### src/rtl/klhp_pkg.sv
// Shared types and constants for the keyboard link host protocol block.
// No dependencies.
package klhp_pkg;

   localparam int KEY_ROWS        = 8;
   localparam int ROW_WIDTH       = 3;
   localparam int COL_COUNT       = 16;
   localparam int TIMER_WIDTH     = 16;
   localparam int CSR_INDEX_WIDTH = 1;
   localparam int RSP_DEPTH       = 4;
   localparam int RSP_PTR_WIDTH   = 2;
   localparam int RSP_CNT_WIDTH   = 3;

   // Link bytes
   localparam logic [7:0] B_RESET    = 8'hFF;
   localparam logic [7:0] B_ACK1     = 8'hFE;
   localparam logic [7:0] B_ACK2     = 8'hFD;
   localparam logic [7:0] B_SCAN     = 8'h33;
   localparam logic [7:0] B_BYTE_ACK = 8'h3F;
   localparam logic [2:0] KEY_PREFIX = 3'b110;   // 0xC0..0xDF
   localparam logic [2:0] MOUSE_ROW  = 3'd7;

   // Configuration register indexes
   localparam logic [CSR_INDEX_WIDTH-1:0] CSR_REPLY_TIMEOUT = 1'd0;
   localparam logic [CSR_INDEX_WIDTH-1:0] CSR_RETRY_DELAY   = 1'd1;

   // Event kinds
   localparam logic [1:0] FUNC_TICK = 2'd0;
   localparam logic [1:0] FUNC_BYTE = 2'd1;
   localparam logic [1:0] FUNC_LEDS = 2'd2;

   // Result kinds
   localparam logic [1:0] KIND_TX    = 2'd0;
   localparam logic [1:0] KIND_MOUSE = 2'd1;
   localparam logic [1:0] KIND_KEY   = 2'd2;

   typedef enum logic [2:0] {
      PH_START   = 3'd0,
      PH_W_RST   = 3'd1,
      PH_W_AK1   = 3'd2,
      PH_W_AK2   = 3'd3,
      PH_BACKOFF = 3'd4,
      PH_SCAN    = 3'd5,
      PH_W_COL   = 3'd6,
      PH_W_MY    = 3'd7
   } phase_type;

   typedef struct packed {
      logic [1:0]        kind;
      logic [7:0]        tx_byte;
      logic [2:0]        mouse_buttons;
      logic signed [6:0] mouse_dx;
      logic signed [6:0] mouse_dy;
      logic [2:0]        key_row;
      logic [3:0]        key_col;
      logic              key_pressed;
      logic [15:0]       row_bits;
      logic              last;
   } rsp_type;

endpackage

### src/rtl/klhp_rsp_fifo.sv
// Result queue: takes up to two items per cycle, hands out one per cycle.
// Depends on klhp_pkg.
module klhp_rsp_fifo (
   input  logic                              clock,
   input  logic                              reset,
   input  logic [1:0]                        push_count,
   input  klhp_pkg::rsp_type                 push0,
   input  klhp_pkg::rsp_type                 push1,
   input  logic                              pop,
   output klhp_pkg::rsp_type                 head,
   output logic [klhp_pkg::RSP_CNT_WIDTH-1:0] count
);
   import klhp_pkg::*;

   rsp_type                    mem_ff [RSP_DEPTH];
   logic [RSP_PTR_WIDTH-1:0]   wr_ptr_ff, wr_ptr_in;
   logic [RSP_PTR_WIDTH-1:0]   rd_ptr_ff, rd_ptr_in;
   logic [RSP_CNT_WIDTH-1:0]   count_ff, count_in;
   logic [RSP_PTR_WIDTH-1:0]   wr_next;

   assign wr_next = wr_ptr_ff + 1'b1;
   assign head    = mem_ff[rd_ptr_ff];
   assign count   = count_ff;

   always_comb begin
      wr_ptr_in = wr_ptr_ff + RSP_PTR_WIDTH'(push_count);
      rd_ptr_in = pop ? rd_ptr_ff + 1'b1 : rd_ptr_ff;
      count_in  = count_ff + RSP_CNT_WIDTH'(push_count) - RSP_CNT_WIDTH'(pop);
   end

   always_ff @(posedge clock) begin
      if (reset) begin
         wr_ptr_ff <= '0;
         rd_ptr_ff <= '0;
         count_ff  <= '0;
      end else begin
         wr_ptr_ff <= wr_ptr_in;
         rd_ptr_ff <= rd_ptr_in;
         count_ff  <= count_in;
      end
   end

   always_ff @(posedge clock) begin
      if (push_count != 2'd0) begin
         mem_ff[wr_ptr_ff] <= push0;
      end
      if (push_count == 2'd2) begin
         mem_ff[wr_next] <= push1;
      end
   end

endmodule

### src/rtl/keyboard_link_host_protocol.sv
// Keyboard link host protocol: handshake, scanning, LED updates.
// Each item is held in the input register, then its results go into the result
// queue, which offers them on the rsp side. One item is taken per cycle while
// the queue has room for two results; results leave one per cycle unless stalled.
// Reset: phase to handshake start, timers, buttons, LEDs and key matrix to
// zero, result queue empty, reply_timeout to 2 and retry_delay to 1000.
module keyboard_link_host_protocol (
   input  logic                                clock,
   input  logic                                reset,
   input  logic                                req_valid,
   output logic                                req_stall,
   input  logic [1:0]                          req_func,
   input  logic [7:0]                          req_rx_byte,
   input  logic [2:0]                          req_host_leds,
   output logic                                rsp_valid,
   input  logic                                rsp_stall,
   output logic [1:0]                          rsp_kind,
   output logic [7:0]                          rsp_tx_byte,
   output logic [2:0]                          rsp_mouse_buttons,
   output logic signed [6:0]                   rsp_mouse_dx,
   output logic signed [6:0]                   rsp_mouse_dy,
   output logic [2:0]                          rsp_key_row,
   output logic [3:0]                          rsp_key_col,
   output logic                                rsp_key_pressed,
   output logic [15:0]                         rsp_row_bits,
   output logic                                rsp_last,
   input  logic                                csr_write_enable,
   input  logic [klhp_pkg::CSR_INDEX_WIDTH-1:0] csr_index,
   input  logic [15:0]                         csr_write_data
);
   import klhp_pkg::*;

   // Input register
   logic                     in_valid_ff, in_valid_in;
   logic [1:0]               in_func_ff;
   logic [7:0]               in_byte_ff;
   logic [2:0]               in_leds_ff;

   // Configuration
   logic [TIMER_WIDTH-1:0]   reply_timeout_ff, retry_delay_ff;

   // Protocol state
   phase_type                phase_ff, phase_in;
   logic [TIMER_WIDTH-1:0]   wait_timer_ff, wait_timer_in;
   logic [ROW_WIDTH-1:0]     pending_row_ff, pending_row_in;
   logic [6:0]               pending_dx_ff, pending_dx_in;
   logic [2:0]               button_bits_ff, button_bits_in;
   logic [2:0]               led_wanted_ff, led_wanted_in;
   logic [2:0]               led_sent_ff, led_sent_in;
   logic [COL_COUNT-1:0]     key_matrix_ff [KEY_ROWS];
   logic                     mtx_we;
   logic [COL_COUNT-1:0]     mtx_row_in;

   logic                     accept, proc_go, pop;
   logic [1:0]               n_res;
   rsp_type                  res0, res1, head;
   logic [RSP_CNT_WIDTH-1:0] q_count;

   logic                     keyb, mdat, down, is_button;
   logic [3:0]               col;
   logic [COL_COUNT-1:0]     cur_row;

   // Room for two results before an item is processed
   assign proc_go   = in_valid_ff && (q_count <= RSP_CNT_WIDTH'(RSP_DEPTH - 2));
   assign req_stall = in_valid_ff && !proc_go;
   assign accept    = req_valid && !req_stall;
   assign in_valid_in = accept | (in_valid_ff & ~proc_go);

   assign keyb      = in_byte_ff[7:5] == KEY_PREFIX;
   assign mdat      = !in_byte_ff[7];
   assign down      = !in_byte_ff[4];
   assign col       = in_byte_ff[3:0];
   assign cur_row   = key_matrix_ff[pending_row_ff];
   assign is_button = (pending_row_ff == MOUSE_ROW) && (col <= 4'd2);

   function automatic rsp_type tx_res(input logic [7:0] b);
      rsp_type r;
      r         = '0;
      r.kind    = KIND_TX;
      r.tx_byte = b;
      return r;
   endfunction

   always_comb begin
      phase_in       = phase_ff;
      wait_timer_in  = wait_timer_ff;
      pending_row_in = pending_row_ff;
      pending_dx_in  = pending_dx_ff;
      button_bits_in = button_bits_ff;
      led_wanted_in  = led_wanted_ff;
      led_sent_in    = led_sent_ff;
      mtx_we         = 1'b0;
      mtx_row_in     = cur_row;
      n_res          = 2'd0;
      res0           = '0;
      res1           = '0;

      case (in_func_ff)
         FUNC_TICK: begin
            case (phase_ff)
               PH_START: begin
                  n_res         = 2'd1;
                  res0          = tx_res(B_RESET);
                  phase_in      = PH_W_RST;
                  wait_timer_in = reply_timeout_ff;
               end
               PH_W_RST, PH_W_AK1, PH_W_AK2: begin
                  if (wait_timer_ff[TIMER_WIDTH-1:1] == '0) begin
                     phase_in      = PH_BACKOFF;
                     wait_timer_in = retry_delay_ff;
                  end else begin
                     wait_timer_in = wait_timer_ff - 1'b1;
                  end
               end
               PH_BACKOFF: begin
                  if (wait_timer_ff == '0) begin
                     n_res         = 2'd1;
                     res0          = tx_res(B_RESET);
                     phase_in      = PH_W_RST;
                     wait_timer_in = reply_timeout_ff;
                  end else begin
                     wait_timer_in = wait_timer_ff - 1'b1;
                  end
               end
               PH_SCAN: begin
                  if (led_wanted_ff != led_sent_ff) begin
                     n_res       = 2'd1;
                     res0        = tx_res({5'd0, led_wanted_ff});
                     led_sent_in = led_wanted_ff;
                  end
               end
               default: begin
               end
            endcase
         end
         FUNC_BYTE: begin
            case (phase_ff)
               PH_W_RST, PH_W_AK1, PH_W_AK2: begin
                  logic [7:0] expect_b, next_b;
                  phase_type  next_ph;
                  expect_b = B_ACK2;
                  next_b   = B_SCAN;
                  next_ph  = PH_SCAN;
                  if (phase_ff == PH_W_RST) begin
                     expect_b = B_RESET;
                     next_b   = B_ACK1;
                     next_ph  = PH_W_AK1;
                  end else if (phase_ff == PH_W_AK1) begin
                     expect_b = B_ACK1;
                     next_b   = B_ACK2;
                     next_ph  = PH_W_AK2;
                  end
                  if (in_byte_ff != expect_b) begin
                     phase_in      = PH_BACKOFF;
                     wait_timer_in = retry_delay_ff;
                  end else begin
                     n_res         = 2'd1;
                     res0          = tx_res(next_b);
                     phase_in      = next_ph;
                     wait_timer_in = reply_timeout_ff;
                  end
               end
               PH_SCAN: begin
                  if (keyb) begin
                     pending_row_in = in_byte_ff[2:0];
                     n_res          = 2'd1;
                     res0           = tx_res(B_BYTE_ACK);
                     phase_in       = PH_W_COL;
                  end else if (mdat) begin
                     pending_dx_in = in_byte_ff[6:0];
                     n_res         = 2'd1;
                     res0          = tx_res(B_BYTE_ACK);
                     phase_in      = PH_W_MY;
                  end else begin
                     phase_in = PH_START;
                  end
               end
               PH_W_COL: begin
                  if (keyb) begin
                     n_res    = 2'd2;
                     res0     = tx_res(B_SCAN);
                     phase_in = PH_SCAN;
                     if (is_button) begin
                        button_bits_in           = button_bits_ff;
                        button_bits_in[col[1:0]] = down;
                        res1.kind                = KIND_MOUSE;
                        res1.mouse_buttons       = button_bits_in;
                     end else begin
                        mtx_we           = 1'b1;
                        mtx_row_in[col]  = down;
                        res1.kind        = KIND_KEY;
                        res1.key_row     = pending_row_ff;
                        res1.key_col     = col;
                        res1.key_pressed = down;
                        res1.row_bits    = mtx_row_in;
                     end
                  end else begin
                     phase_in = PH_START;
                  end
               end
               PH_W_MY: begin
                  if (mdat) begin
                     n_res              = 2'd2;
                     res0.kind          = KIND_MOUSE;
                     res0.mouse_buttons = button_bits_ff;
                     res0.mouse_dx      = pending_dx_ff;
                     res0.mouse_dy      = in_byte_ff[6:0];
                     res1               = tx_res(B_SCAN);
                     phase_in           = PH_SCAN;
                  end else begin
                     phase_in = PH_START;
                  end
               end
               default: begin
               end
            endcase
         end
         FUNC_LEDS: begin
            // host order is num, caps; link order is caps, num
            led_wanted_in = {in_leds_ff[2], in_leds_ff[0], in_leds_ff[1]};
         end
         default: begin
         end
      endcase

      res0.last = (n_res == 2'd1);
      res1.last = 1'b1;
   end

   always_ff @(posedge clock) begin
      if (reset) begin
         in_valid_ff      <= 1'b0;
         reply_timeout_ff <= 16'd2;
         retry_delay_ff   <= 16'd1000;
         phase_ff         <= PH_START;
         wait_timer_ff    <= '0;
         pending_row_ff   <= '0;
         pending_dx_ff    <= '0;
         button_bits_ff   <= '0;
         led_wanted_ff    <= '0;
         led_sent_ff      <= '0;
         key_matrix_ff    <= '{default: '0};
      end else begin
         in_valid_ff <= in_valid_in;
         if (csr_write_enable) begin
            case (csr_index)
               CSR_REPLY_TIMEOUT: reply_timeout_ff <= csr_write_data;
               CSR_RETRY_DELAY:   retry_delay_ff   <= csr_write_data;
               default: begin
               end
            endcase
         end
         if (proc_go) begin
            phase_ff       <= phase_in;
            wait_timer_ff  <= wait_timer_in;
            pending_row_ff <= pending_row_in;
            pending_dx_ff  <= pending_dx_in;
            button_bits_ff <= button_bits_in;
            led_wanted_ff  <= led_wanted_in;
            led_sent_ff    <= led_sent_in;
            if (mtx_we) begin
               key_matrix_ff[pending_row_ff] <= mtx_row_in;
            end
         end
      end
   end

   always_ff @(posedge clock) begin
      if (accept) begin
         in_func_ff <= req_func;
         in_byte_ff <= req_rx_byte;
         in_leds_ff <= req_host_leds;
      end
   end

   assign rsp_valid = q_count != '0;
   assign pop       = rsp_valid && !rsp_stall;

   klhp_rsp_fifo u_rsp_fifo (
      .clock      (clock),
      .reset      (reset),
      .push_count (proc_go ? n_res : 2'd0),
      .push0      (res0),
      .push1      (res1),
      .pop        (pop),
      .head       (head),
      .count      (q_count)
   );

   assign rsp_kind          = head.kind;
   assign rsp_tx_byte       = head.tx_byte;
   assign rsp_mouse_buttons = head.mouse_buttons;
   assign rsp_mouse_dx      = head.mouse_dx;
   assign rsp_mouse_dy      = head.mouse_dy;
   assign rsp_key_row       = head.key_row;
   assign rsp_key_col       = head.key_col;
   assign rsp_key_pressed   = head.key_pressed;
   assign rsp_row_bits      = head.row_bits;
   assign rsp_last          = head.last;

endmodule
### config.mk
export PLATFORM = sky130hd
export DESIGN_NAME = keyboard_link_host_protocol
export DESIGN_NICKNAME = d
export VERILOG_FILES = /design/src/rtl/klhp_pkg.sv /design/src/rtl/klhp_rsp_fifo.sv /design/src/rtl/keyboard_link_host_protocol.sv
export SDC_FILE = /design/constraint.sdc
export NUM_CORES = 1
export LEC_CHECK = 0
export ABC_AREA = 1
export BUFFER_PORTS_ARGS = -buffer_cell sky130_fd_sc_hd__buf_2
export CAP_MARGIN = 40
export CELL_PAD_IN_SITES_DETAIL_PLACEMENT = 0
export CELL_PAD_IN_SITES_GLOBAL_PLACEMENT = 1
export CORE_MARGIN = 4
export CORE_UTILIZATION = 42
export DETAILED_ROUTE_END_ITERATION = 10
export PLACE_DENSITY = 0.82
export SYNTH_ARGS = -nofsm -noshare
export SYNTH_HDL_FRONTEND = slang
export SYNTH_SLANG_ARGS = --single-unit
### constraint.sdc
create_clock -name clock -period 2.95 [get_ports clock]
set_clock_uncertainty 0.1 [all_clocks]
set_input_delay 0.1475 -clock clock [delete_from_list [all_inputs] [get_ports clock]]
set_output_delay 0.1475 -clock clock [all_outputs]
set_load 0.005 [all_outputs]
---- After elaboration in Yosys (flattened, before gate mapping) ----
Memory sizes are Yosys's and may differ from the RTL's. A register that Yosys moved wholly into a read port is not among the register bits.
Index checks and enable logic that the tools add are counted.
cells by class
  $lt $le $gt $ge ......................... 8
  reductions and logical operators ........ 30
  bitwise operators ....................... 7
  add/sub/neg operators ................... 6
  equality and inequality tests ........... 20
  mux-type cells .......................... 88
operator list
  kind                                         number
  48-bit two-way mux                           4
  16-bit two-way mux                           11
  50-bit one-hot mux with 3 select lines       1
  128-bit bitwise mux                          1
  52-bit one-hot mux with 2 select lines       1
  50-bit two-way mux                           2
  25-bit one-hot mux with 3 select lines       1
  17-bit one-hot mux with 4 select lines       1
  52-bit two-way mux                           1
  16-bit binary-select mux with 3-bit select   1
  16-bit demux with 3-bit select               1
  24-bit two-way mux                           2
  16-bit one-hot mux with 3 select lines       1
  24-bit one-hot mux with 2 select lines       1
  45-bit two-way mux                           1
  3-bit two-way mux                            11
  8-bit two-way mux                            4
  16-bit one-hot mux with 2 select lines       1
  8-bit one-hot mux with 3 select lines        1
  3-bit equality test (second input constant)  6
  2-bit two-way mux                            9
  17-bit two-way mux                           1
  16-bit bitwise mux                           1
  16-bit logical NOT                           1
  51 further kinds                             94
storage, ports and cells
  output and inout bits ................... 54
  register bits ........................... 219
  bits in writable memories ............... 208
  memories ................................ 1
  input bits .............................. 35
  logic and storage cells ................. 184
memory list
  memory             depth  width  read ports  clocked after Yosys merged registers in  write ports  line                 source
  u_rsp_fifo.mem_ff  4      52     1           1                                        2            klhp_rsp_fifo.sv:15  rsp_type mem_ff [RSP_DEPTH];

---- Logic depth before layout (Yosys ltp) ----
Gate-level depths: netlist (run 1).
  depth after elaboration ................. 13
  mapped depth ............................ 17

---- By module ----
Synthesis (run 1) repeated with hierarchy kept, for this count alone.
unflattened totals
  cells, all modules ...................... 3,010
  area, all modules ....................... 22,536.6 um^2
modules (own cells, without submodules)
  module                       area an instance (um^2)  cells an instance  times used
  keyboard_link_host_protocol  11,574.9                 1,823              1
  klhp_rsp_fifo                10,961.8                 1,187              1

---- Worst setup path before layout (run 1) ----
OpenSTA, ideal clock, no wires.
  kind .................................... flip-flop to flip-flop
  start point ............................. reg wait_timer_ff[0]
  end point ............................... mem u_rsp_fifo.mem_ff[2][10] in the netlist's numbering, enable pin
  arrival ................................. 2.435 ns
  buffers on the path ..................... 1
  path slack .............................. 0.025 ns
  clock period less this slack ............ 2.925 ns
  cell stages (with the launch flop) ...... 14
  required time ........................... 2.461 ns
  setup time .............................. 0.389 ns
  cell sequence ........................... dfxtp_1 > inv_1 > ha_1 > nand2_1 > nor2_1 > nand3_1 > nand3_1 > nand2_1 > nand2_1 > nand2_2 > nand2_4 > nand2_1 > buf_4 > nand2_1
RTL lines
  element                   line                                source
  start: declaration        keyboard_link_host_protocol.sv:44   logic [TIMER_WIDTH-1:0] wait_timer_ff, wait_timer_in;
  start signal: assignment  keyboard_link_host_protocol.sv:255  wait_timer_ff <= wait_timer_in;
  end: declaration          klhp_rsp_fifo.sv:15

---- Worst setup path after layout (run 1) ----
  start point ............................. reg wait_timer_ff[0]
  end point ............................... reg u_rsp_fifo.count_ff[2], in the netlist u_rsp_fifo.count[2]
on the way
  longest elaborated chain between the ends .. 7
ends and longest elaborated chain
  element                                      line                                source
  16-bit logical NOT                           keyboard_link_host_protocol.sv:116  if (wait_timer_ff == '0) begin
  1-bit two-way mux                            keyboard_link_host_protocol.sv:116
  1-bit one-hot mux with 3 select lines        keyboard_link_host_protocol.sv:100  case (phase_ff)
  2-bit one-hot mux with 2 select lines        keyboard_link_host_protocol.sv:98   case (in_func_ff)
  2-bit two-way mux                            keyboard_link_host_protocol.sv:282  .push_count (proc_go ? n_res : 2'd0),
  3-bit by 2-bit adder with 3-bit output       klhp_rsp_fifo.sv:28                 count_in = count_ff + RSP_CNT_WIDTH'(push_count) - RSP_CNT_WIDTH'(pop);
  3-bit by 1-bit subtractor with 3-bit output  klhp_rsp_fifo.sv:28
  end signal: assignment                       klhp_rsp_fifo.sv:39                 count_ff <= count_in;
  end: declaration                             klhp_rsp_fifo.sv:18                 logic [RSP_CNT_WIDTH-1:0] count_ff, count_in;
Every way passes these cells.
A chain may end at the register's enable or synchronous reset.

==> flow_metrics.py, run 1 <==
metrics = {
    "placement": {
        "dp.final_hpwl_um": 36700,
        "cells_after_dpl": 3258,
        "globalplace.congestion": 0.899,
        "io_buffers": 88,
    },
    "run": {
        "drv_cap": 0,
    },
    "floorplan": {
        "design.die.area_um2": 50900,
        "die-height_um": 226,
        "ioPinCount": 89,
        "core_area_um2": 46700,
        "die_width_um": 226,
        "fp-row-count": 79,
        "start_util": 0.427,
    },
    "layout": {
        "nNetsFinal": 2781,
        "num_antenna_cells": 0,
        "drive_gt1_frac": 0.102,
        "flow.area_growth_from_synthesis_pct": 15.9,
        "filler_cells_inserted": 4535,
        "final_cell_count_no_fill": 3382,
    },
    "setup_path": {
        "worstSetupEndpointType": "flip-flop",
        "max_stage_delay_ns": 0.36,
        "crit_path_cell_trace": "inv_2 > ha_2 > nand2_1 > nor2_2 > nand3_2 > nand3_1 > nand2_1 > nand2_2 > nand2_2 > ha_1 > inv_1 > ha_1 > fa_2 > xor2_2 > o21ai_2 > a21oi_1",
        "cp-start-kind": "flip-flop",
        "timing.critical_path.slowest_stage_cell": "sky130_fd_sc_hd__fa_2",
        "critPathKind": "reg -> reg",
        "timing.rr.end": "u_rsp_fifo.count[2]$_SDFF_PP0_",
        "worstPathArrival_ns": 3.02,
        "worst_ep_required_time_ns": 3.31,
        "reg2reg_from": "wait_timer_ff[0]$_SDFFE_PP0P_",
        "worst-path-max-fanout": 4,
        "endpoint": "u_rsp_fifo.count[2]$_SDFF_PP0_",
        "crit_path_start": "wait_timer_ff[0]$_SDFFE_PP0P_",
        "reg2reg_path_depth": 16,
        "minimum_setup_slack_among_reg_to_reg_paths_ns": 0.28,
    },
    "detailed_routing": {
        "postRouteWirelength_um": 58000,
        "drtIter0Drc": 1855,
        "antenna_violating_nets_post_route": 0,
        "drt_pre_antenna_iters": 7,
        "via_count": 17846,
        "vias_per_cell": 5.28,
        "wl_per_cell_um": 17.2,
        "drcViolationCount": 0,
    },
    "sta": {
        "timing.final.max_slew_violations": 0,
        "tns_ns": 0,
        "tightestPinTransition_ns": 0.899,
        "setup_repair_after_global_routing_missed_its_margin": "false",
        "slew_headroom": 0.400,
        "final_period_utilization": 0.905,
        "timing.final.hold_violations": 0,
        "finalSetupViolations": 0,
        "max_clock_freq_mhz": 375,
        "timing.final.crit_period_ns": 2.67,
    },
    "clocking": {
        "clock-root-buffer": "sky130_fd_sc_hd__clkbuf_16",
        "tritoncts": "built",
        "clkLatencyLatePin_ns": 0.58,
        "htree_levels": 2,
        "clock_path_buffers": 3,
        "clock_sink_count": 421,
        "postCtsSetupBuffers": 0,
        "worst_setup_hold_path_clk_slew_ns": 0.05,
        "cts_buffers": 47,
    },
    "pwr": {
        "internal-power_mw": 10.5,
        "share_seq_of_total_power": 0.440,
        "combinationalPowerShare": 0.190,
        "power_density_nw_per_um2": 639,
        "p_sw_mw": 4.28,
        "clkPwrFrac": 0.370,
        "ir_worst_vdd_uv": 433,
        "p_leak_nw": 10.3,
        "netSwitchingFraction": 0.290,
    },
    "global_routing": {
        "use_met3": 0.0344,
        "met2_usage": 0.366,
        "grt_max_degree": 117,
        "top_usage_layer": "met2",
        "antenna_found_initial": 1,
        "wire_length_of_the_first_global_routing_pass_um": 92200,
        "grt_usage": 0.224,
        "first_global_vias": 16729,
        "globalRouteMet1Util": 0.314,
        "grt_overflow_total": 0,
    },
    "yosys": {
        "postSynthNetCount": 2670,
        "ys_ff_latch": 421,
        "syn-mean-instance-area_um2": 7.57,
        "synth_area_um2": 19900,
        "synth.yosys.seq_area_share": 0.494,
        "postSynthCellCount": 2629,
        "yosysWarnings": 0,
        "synth_cell_types": 40,
    },
    "min_path": {
        "min_path_type": "in -> reg",
    },
    "status": {
        "status": "complete, no violations",
    },
}
==> how the worst min path moves through the flow <==
| stage | endpoint | depth (start not counted) | startpoint | slack [ns] |
|---|---|---|---|---|
| 2_1_floorplan | in_byte_ff[0]$_DFFE_PP_ | 0 | req_rx_byte[0] | 0.15 |
| 4_1_cts | in_leds_ff[0]$_DFFE_PP_ | 2 | req_host_leds[0] | 0.15 |
| 6_report | in_leds_ff[2]$_DFFE_PP_ | 2 | req_host_leds[2] | 0.19 |
| 3_5_place_dp | in_func_ff[0]$_DFFE_PP_ | 1 | req_func[0] | 0.23 |
| 5_1_grt | in_leds_ff[2]$_DFFE_PP_ | 2 | req_host_leds[2] | 0.16 |
| 3_3_place_gp | in_leds_ff[1]$_DFFE_PP_ | 1 | req_host_leds[1] | 0.23 |
==> synth_stat cells <==
| master | n | area share |
|---|---|---|
| sky130_fd_sc_hd__a211oi_1 | 2 | 0.00075 |
| sky130_fd_sc_hd__a21oi_1 | 261 | 0.066 |
| sky130_fd_sc_hd__a22oi_1 | 3 | 0.0011 |
| sky130_fd_sc_hd__a31oi_1 | 4 | 0.0013 |
| sky130_fd_sc_hd__buf_1 | 18 | 0.0034 |
| sky130_fd_sc_hd__buf_2 | 21 | 0.0053 |
| sky130_fd_sc_hd__buf_4 | 7 | 0.0026 |
| sky130_fd_sc_hd__buf_6 | 12 | 0.0068 |
| sky130_fd_sc_hd__buf_8 | 1 | 0.00075 |
| sky130_fd_sc_hd__clkbuf_1 | 99 | 0.019 |
| sky130_fd_sc_hd__clkbuf_2 | 1 | 0.00025 |
| sky130_fd_sc_hd__clkinv_1 | 2 | 0.00038 |
| sky130_fd_sc_hd__dfxtp_1 | 280 | 0.28 |
| sky130_fd_sc_hd__edfxtp_1 | 141 | 0.21 |
| sky130_fd_sc_hd__fa_1 | 1 | 0.0010 |
| sky130_fd_sc_hd__ha_1 | 5 | 0.0031 |
| sky130_fd_sc_hd__inv_1 | 381 | 0.072 |
| sky130_fd_sc_hd__inv_2 | 7 | 0.0013 |
| sky130_fd_sc_hd__nand2_1 | 304 | 0.057 |
| sky130_fd_sc_hd__nand2_2 | 5 | 0.0016 |
| sky130_fd_sc_hd__nand2_4 | 1 | 0.00057 |
| sky130_fd_sc_hd__nand3_1 | 110 | 0.028 |
| sky130_fd_sc_hd__nand3b_1 | 1 | 0.00038 |
| sky130_fd_sc_hd__nand4_1 | 17 | 0.0053 |
| sky130_fd_sc_hd__nand4_2 | 2 | 0.0013 |
| sky130_fd_sc_hd__nor2_1 | 427 | 0.081 |
| sky130_fd_sc_hd__nor2_2 | 2 | 0.00063 |
| sky130_fd_sc_hd__nor2_4 | 2 | 0.0011 |
| sky130_fd_sc_hd__nor3_1 | 5 | 0.0013 |
| sky130_fd_sc_hd__nor3_4 | 2 | 0.0016 |
| sky130_fd_sc_hd__o211ai_1 | 12 | 0.0045 |
| sky130_fd_sc_hd__o21a_1 | 8 | 0.0030 |
| sky130_fd_sc_hd__o21ai_0 | 320 | 0.080 |
| sky130_fd_sc_hd__o21ai_1 | 22 | 0.0055 |
| sky130_fd_sc_hd__o21bai_1 | 14 | 0.0053 |
| sky130_fd_sc_hd__o221ai_1 | 6 | 0.0026 |
| sky130_fd_sc_hd__o22ai_1 | 106 | 0.033 |
| sky130_fd_sc_hd__o2bb2ai_1 | 2 | 0.00088 |
| sky130_fd_sc_hd__xnor2_1 | 10 | 0.0044 |
| sky130_fd_sc_hd__xor2_1 | 5 | 0.0022 |
==> flip-flops by register name, summed over array words and instances (netlist names), named ones only <==
signal,count
retry_delay_ff,16
in_leds_ff,3
u_rsp_fifo.count,3
button_bits_ff,3
u_rsp_fifo.rd_ptr_ff,2
u_rsp_fifo.mem_ff,200
phase_ff,3
key_matrix_ff,128
wait_timer_ff,16
led_wanted_ff,3
in_valid_ff,1
pending_dx_ff,7
reply_timeout_ff,16
in_func_ff,2
led_sent_ff,3
u_rsp_fifo.wr_ptr_ff,2
in_byte_ff,8
pending_row_ff,3
==> power groups by stage <==
stage,Clock [mW],Combinational [mW],Sequential (mW)
final,5.46,2.80,6.49
after global routing,5.81,3.13,6.53
after CTS,5.56,2.78,6.49
after detailed placement,0,2.72,6.61
after global placement,0,2.69,6.59
after floorplan,0,1.72,6.56
==> final cells by class <==
cell class | count | area (um2) | share of cell area
sequential | 421 | 9840 | 0.427
multi-input combinational | 1659 | 7900 | 0.342
timing repair buffer | 221 | 1680 | 0.0730
inverter | 390 | 1460 | 0.0635
clock buffer | 76 | 1360 | 0.0588
tap | 607 | 759 | 0.0329
clock inverter | 8 | 61.3 | 0.00266
==> cells in the final DEF (no fill, tap or decap), types with 7 or more instances in the layout <==
cell                            netlist  layout
sky130_fd_sc_hd__nand2_1            304     302
sky130_fd_sc_hd__clkbuf_16            0      47
sky130_fd_sc_hd__dfxtp_1            280     277
sky130_fd_sc_hd__nand4_1             17      17
sky130_fd_sc_hd__nand3_1            110     108
sky130_fd_sc_hd__xnor2_1             10      10
sky130_fd_sc_hd__o21ai_1             22      22
sky130_fd_sc_hd__o21ai_0            320     319
sky130_fd_sc_hd__dlygate4sd3_1        0      40
sky130_fd_sc_hd__o211ai_1            12      12
sky130_fd_sc_hd__inv_2                7      11
sky130_fd_sc_hd__clkbuf_1            99      22
sky130_fd_sc_hd__inv_1              381     377
sky130_fd_sc_hd__clkbuf_8             0       7
sky130_fd_sc_hd__edfxtp_1           141     141
sky130_fd_sc_hd__a21oi_1            261     260
sky130_fd_sc_hd__o21bai_1            14      14
sky130_fd_sc_hd__nor2_1             427     423
sky130_fd_sc_hd__o21a_1               8       8
sky130_fd_sc_hd__o22ai_1            106     106
sky130_fd_sc_hd__buf_4                7      82
sky130_fd_sc_hd__buf_2               21      87
sky130_fd_sc_hd__buf_12               0      11
sky130_fd_sc_hd__nand2_2              5       7
==> worst max-delay path, delay by kind of cell, from the launching register on <==
| kind | cells | cell delay [ns] |
|---|---|---|
| adders and majority gates | 4 | 1.01 |
| and+or+nand+nor | 7 | 0.67 |
| DFF | 1 | 0.33 |
| xor gates and xnor gates | 1 | 0.17 |
| AOI/OAI and AO/OA | 2 | 0.16 |
| buffers and inverters | 2 | 0.12 |
==> kinds of logic after synthesis <==
group | share of synthesized area
flops | 0.494
compound gates | 0.204
simple gates | 0.179
buf+inv | 0.111
xor+xnor | 0.00660
fa+ha+maj | 0.00415
==> what timing repair did <==
action / in CTS / in global routing
setup endpoints to repair: 0 / 1
hold buffers: 40 / 0
endpoints found under the hold margin: 56 / 0
gates resized for setup: 0 / 14
==> per-stage QoR <==
stage	area, um2	util	setup WS (ns)	hold WS [ns]	power [mW]
2_1_floorplan	19900	-	0.0255	0.146	8.28
3_3_place_gp	21200	0.454	0.105	0.227	9.29
3_5_place_dp	21200	0.455	0.0895	0.226	9.33
4_1_cts	23000	0.494	0.0762	0.147	14.8
5_1_grt	23100	0.494	0.0182	0.163	15.5
6_report	23100	0.494	0.282	0.193	14.7
==> per-layer routing <==
layer	up-vias	part of all wire
met5	-	0.00014
met4	2	0.020
met2	555	0.46
met1	8333	0.45
met3	84	0.064
li1	8872	-
(Power assumes the default switching activity.)
==> run 2: changes to the inputs <==
--- a/config.mk
+++ b/config.mk
@@ -6,7 +6,7 @@
 export NUM_CORES = 1
 export LEC_CHECK = 0
 export ABC_AREA = 1
-export BUFFER_PORTS_ARGS = -buffer_cell sky130_fd_sc_hd__buf_2
+export BUFFER_PORTS_ARGS = -buffer_cell sky130_fd_sc_hd__buf_4
 export CAP_MARGIN = 40
 export CELL_PAD_IN_SITES_DETAIL_PLACEMENT = 0
 export CELL_PAD_IN_SITES_GLOBAL_PLACEMENT = 1
==> run 2 against run 1 <==
  * Wire length is 0.40% higher
  * Largest cell class unchanged
  * Clock power rose by 8.1%
  * Register-to-register slack got worse by 0.02 ns
  * Final cell count hardly changed
  * Critical path type unchanged
  * Non-clock buffer count decreased by 1
  * Final area increased by 1.3%
  * First-iteration DRC count is 5.9% lower
==> flow_metrics.py, run 2 (same netlist as run 1, synthesis figures left out) <==
metrics = {
    "detailed_routing": {
        "dr_wl_met2_um": 27000,
        "antenna_violating_nets_post_route": 0,
        "drtIter0Drc": 1746,
        "vias_per_cell": 5.31,
        "dr.max_layer_used": "met5",
        "routed_wire_length_on_met3_um": 3820,
        "drt_pre_antenna_iters": 5,
        "drcViolationCount": 0,
        "postRouteWirelength_um": 58300,
        "via_count": 17967,
        "routedLengthMet1_um": 25900,
        "wl_per_cell_um": 17.2,
    },
    "min_path": {
        "worst_hold_path.num_cells": 2,
        "min_path_type": "in -> reg",
    },
    "layout": {
        "regMostFlops": "u_rsp_fifo.mem_ff",
        "nNetsFinal": 2780,
        "layout_common_cells": "sky130_fd_sc_hd__nor2_1, sky130_fd_sc_hd__inv_1, sky130_fd_sc_hd__o21ai_0",
        "flow.area_growth_from_synthesis_pct": 17.3,
        "layout_commonest_cell": "sky130_fd_sc_hd__nor2_1",
        "drive_gt1_frac": 0.104,
        "max_ffs_per_register": 200,
        "largestRegisters": "u_rsp_fifo.mem_ff: 200 flops, key_matrix_ff: 128 flops",
        "num_antenna_cells": 0,
        "multiInputGateArea_um2": 7880,
        "filler_cells_inserted": 4485,
        "seqCellArea_um2": 9840,
        "final_area_um2": 23400,
    },
    "setup_path": {
        "crit_cells": 16,
        "reg2reg_path_depth": 16,
        "worst_path_dominant_cell_family": "adder cells",
        "timing.critical_path.buf_inv": 2,
        "worstPathArrival_ns": 3.09,
        "worstSetupEndpointType": "flip-flop",
        "worst-path-max-fanout": 4,
        "worst_ep_required_time_ns": 3.35,
        "cp-start-kind": "flip-flop",
        "crit_path_cell_trace": "inv_2 > ha_1 > nand2_1 > nor2_2 > nand3_2 > nand3_1 > nand2_1 > nand2_1 > nand2_2 > ha_1 > inv_1 > ha_1 > fa_1 > xor2_1 > o21ai_1 > a21oi_1",
        "critPathKind": "reg -> reg",
        "timing.critical_path.slowest_stage_cell": "sky130_fd_sc_hd__fa_1",
        "max_stage_delay_ns": 0.37,
    },
    "sta": {
        "setup_repair_after_global_routing_missed_its_margin": "false",
        "tightestPinTransition_ns": 0.909,
        "final_period_utilization": 0.911,
        "slew_headroom": 0.394,
        "max_clock_freq_mhz": 372,
        "timing.final.crit_period_ns": 2.69,
        "finalSetupViolations": 0,
        "tns_ns": 0,
        "timing.final.max_slew_violations": 0,
        "timing.final.hold_violations": 0,
    },
    "clocking": {
        "cts_buffers": 47,
        "clkLatencyLatePin_ns": 0.57,
        "worst_setup_hold_path_clk_slew_ns": 0.06,
        "clock_sink_count": 421,
        "htree_levels": 2,
        "clock-root-buffer": "sky130_fd_sc_hd__clkbuf_16",
        "tritoncts": "built",
        "clock_path_buffers": 3,
    },
    "placement": {
        "globalplace.congestion": 0.901,
        "dp.final_hpwl_um": 36300,
        "io_buffers": 88,
        "post_dp_cell_area_um2": 21400,
    },
    "floorplan": {
        "fp-row-count": 79,
        "start_util": 0.427,
        "design.die.area_um2": 50900,
        "die_width_um": 226,
        "core_area_um2": 46700,
        "ioPinCount": 89,
        "die-height_um": 226,
    },
    "global_routing": {
        "first_global_vias": 17152,
        "grt_overflow_total": 0,
        "grt_max_degree": 117,
        "wire_length_of_the_first_global_routing_pass_um": 92200,
        "grt_usage": 0.224,
        "antenna_found_initial": 1,
    },
    "pwr": {
        "combinationalPowerShare": 0.194,
        "power_density_nw_per_um2": 658,
        "p_leak_nw": 10.4,
        "p_sw_mw": 4.33,
        "internal-power_mw": 11.0,
        "share_seq_of_total_power": 0.422,
        "clkPwrFrac": 0.384,
        "netSwitchingFraction": 0.282,
        "ir_worst_vdd_uv": 384,
    },
    "run": {
        "drv_cap": 0,
    },
    "status": {
        "status": "complete, no violations",
    },
}
## run 2: cell types whose count changed in the layout (fill, tap and decap cells not counted), moves of 2 or more
cell / before / now
sky130_fd_sc_hd__buf_12: 11 / 9
sky130_fd_sc_hd__buf_2: 87 / 0
sky130_fd_sc_hd__buf_4: 82 / 174
sky130_fd_sc_hd__bufinv_16: 0 / 3
sky130_fd_sc_hd__clkbuf_1: 22 / 14
sky130_fd_sc_hd__clkbuf_8: 7 / 10
sky130_fd_sc_hd__clkinv_2: 5 / 7
sky130_fd_sc_hd__dlygate4sd3_1: 40 / 37
## run 2: metal layers
layer,up-vias,track usage
li1,8871,-
met5,-,0
met4,2,0.0755
met3,128,0.0341
met2,561,0.371
met1,8405,0.303
## run 2: area by class of cell
class                           count  share of cell area
Inverter                          390              0.0627
Clock inverter                     15             0.00712
Tap cell                          607              0.0325
Multi-Input combinational cell   1659               0.337
Sequential cell                   421               0.421
Clock buffer                       72              0.0596
Timing Repair Buffer              220              0.0795
## run 2: worst paths after layout
path	startpoint	to	slack, ns
worst min-delay path	req_host_leds[0]	in_leds_ff[0]$_DFFE_PP_	0.21
worst max register to register	wait_timer_ff[0]$_SDFFE_PP0P_	u_rsp_fifo.count[2]$_SDFF_PP0_	0.26
worst max-delay path	wait_timer_ff[0]$_SDFFE_PP0P_	u_rsp_fifo.count[2]$_SDFF_PP0_	0.26
worst min register to register	key_matrix_ff[1]$_SDFFE_PP0P_	key_matrix_ff[1]$_SDFFE_PP0P_	0.33
## run 2: per-stage QoR
stage               hold WS, ns  std cells  utilization  worst slack (ns)  power, mW
floorplan                 0.146       2629            -            0.0255       8.28
global placement          0.228       3258        0.459             0.103       9.51
detailed placement        0.227       3259        0.459             0.113       9.55
CTS                       0.170       3383        0.500             0.105       15.5
global route              0.201       3384        0.501           0.00756       16.1
finish                    0.206       3384        0.501             0.263       15.4
## run 2: power groups by stage
stage                     registers (mW)  logic, mW  clock network [mW]
after global routing                6.52       3.33                6.25
final                               6.49       2.98                5.90
after global placement              6.59       2.91                   0
after CTS                           6.48       3.00                6.02
after detailed placement            6.61       2.95                   0
after floorplan                     6.56       1.72                   0
## run 2: what timing repair did
action / in CTS / in global routing
gates resized for setup: 0 / 9
hold buffers: 37 / 0
setup buffers: 0 / 1
endpoints found under the hold margin: 62 / 0
setup endpoints to repair: 0 / 1
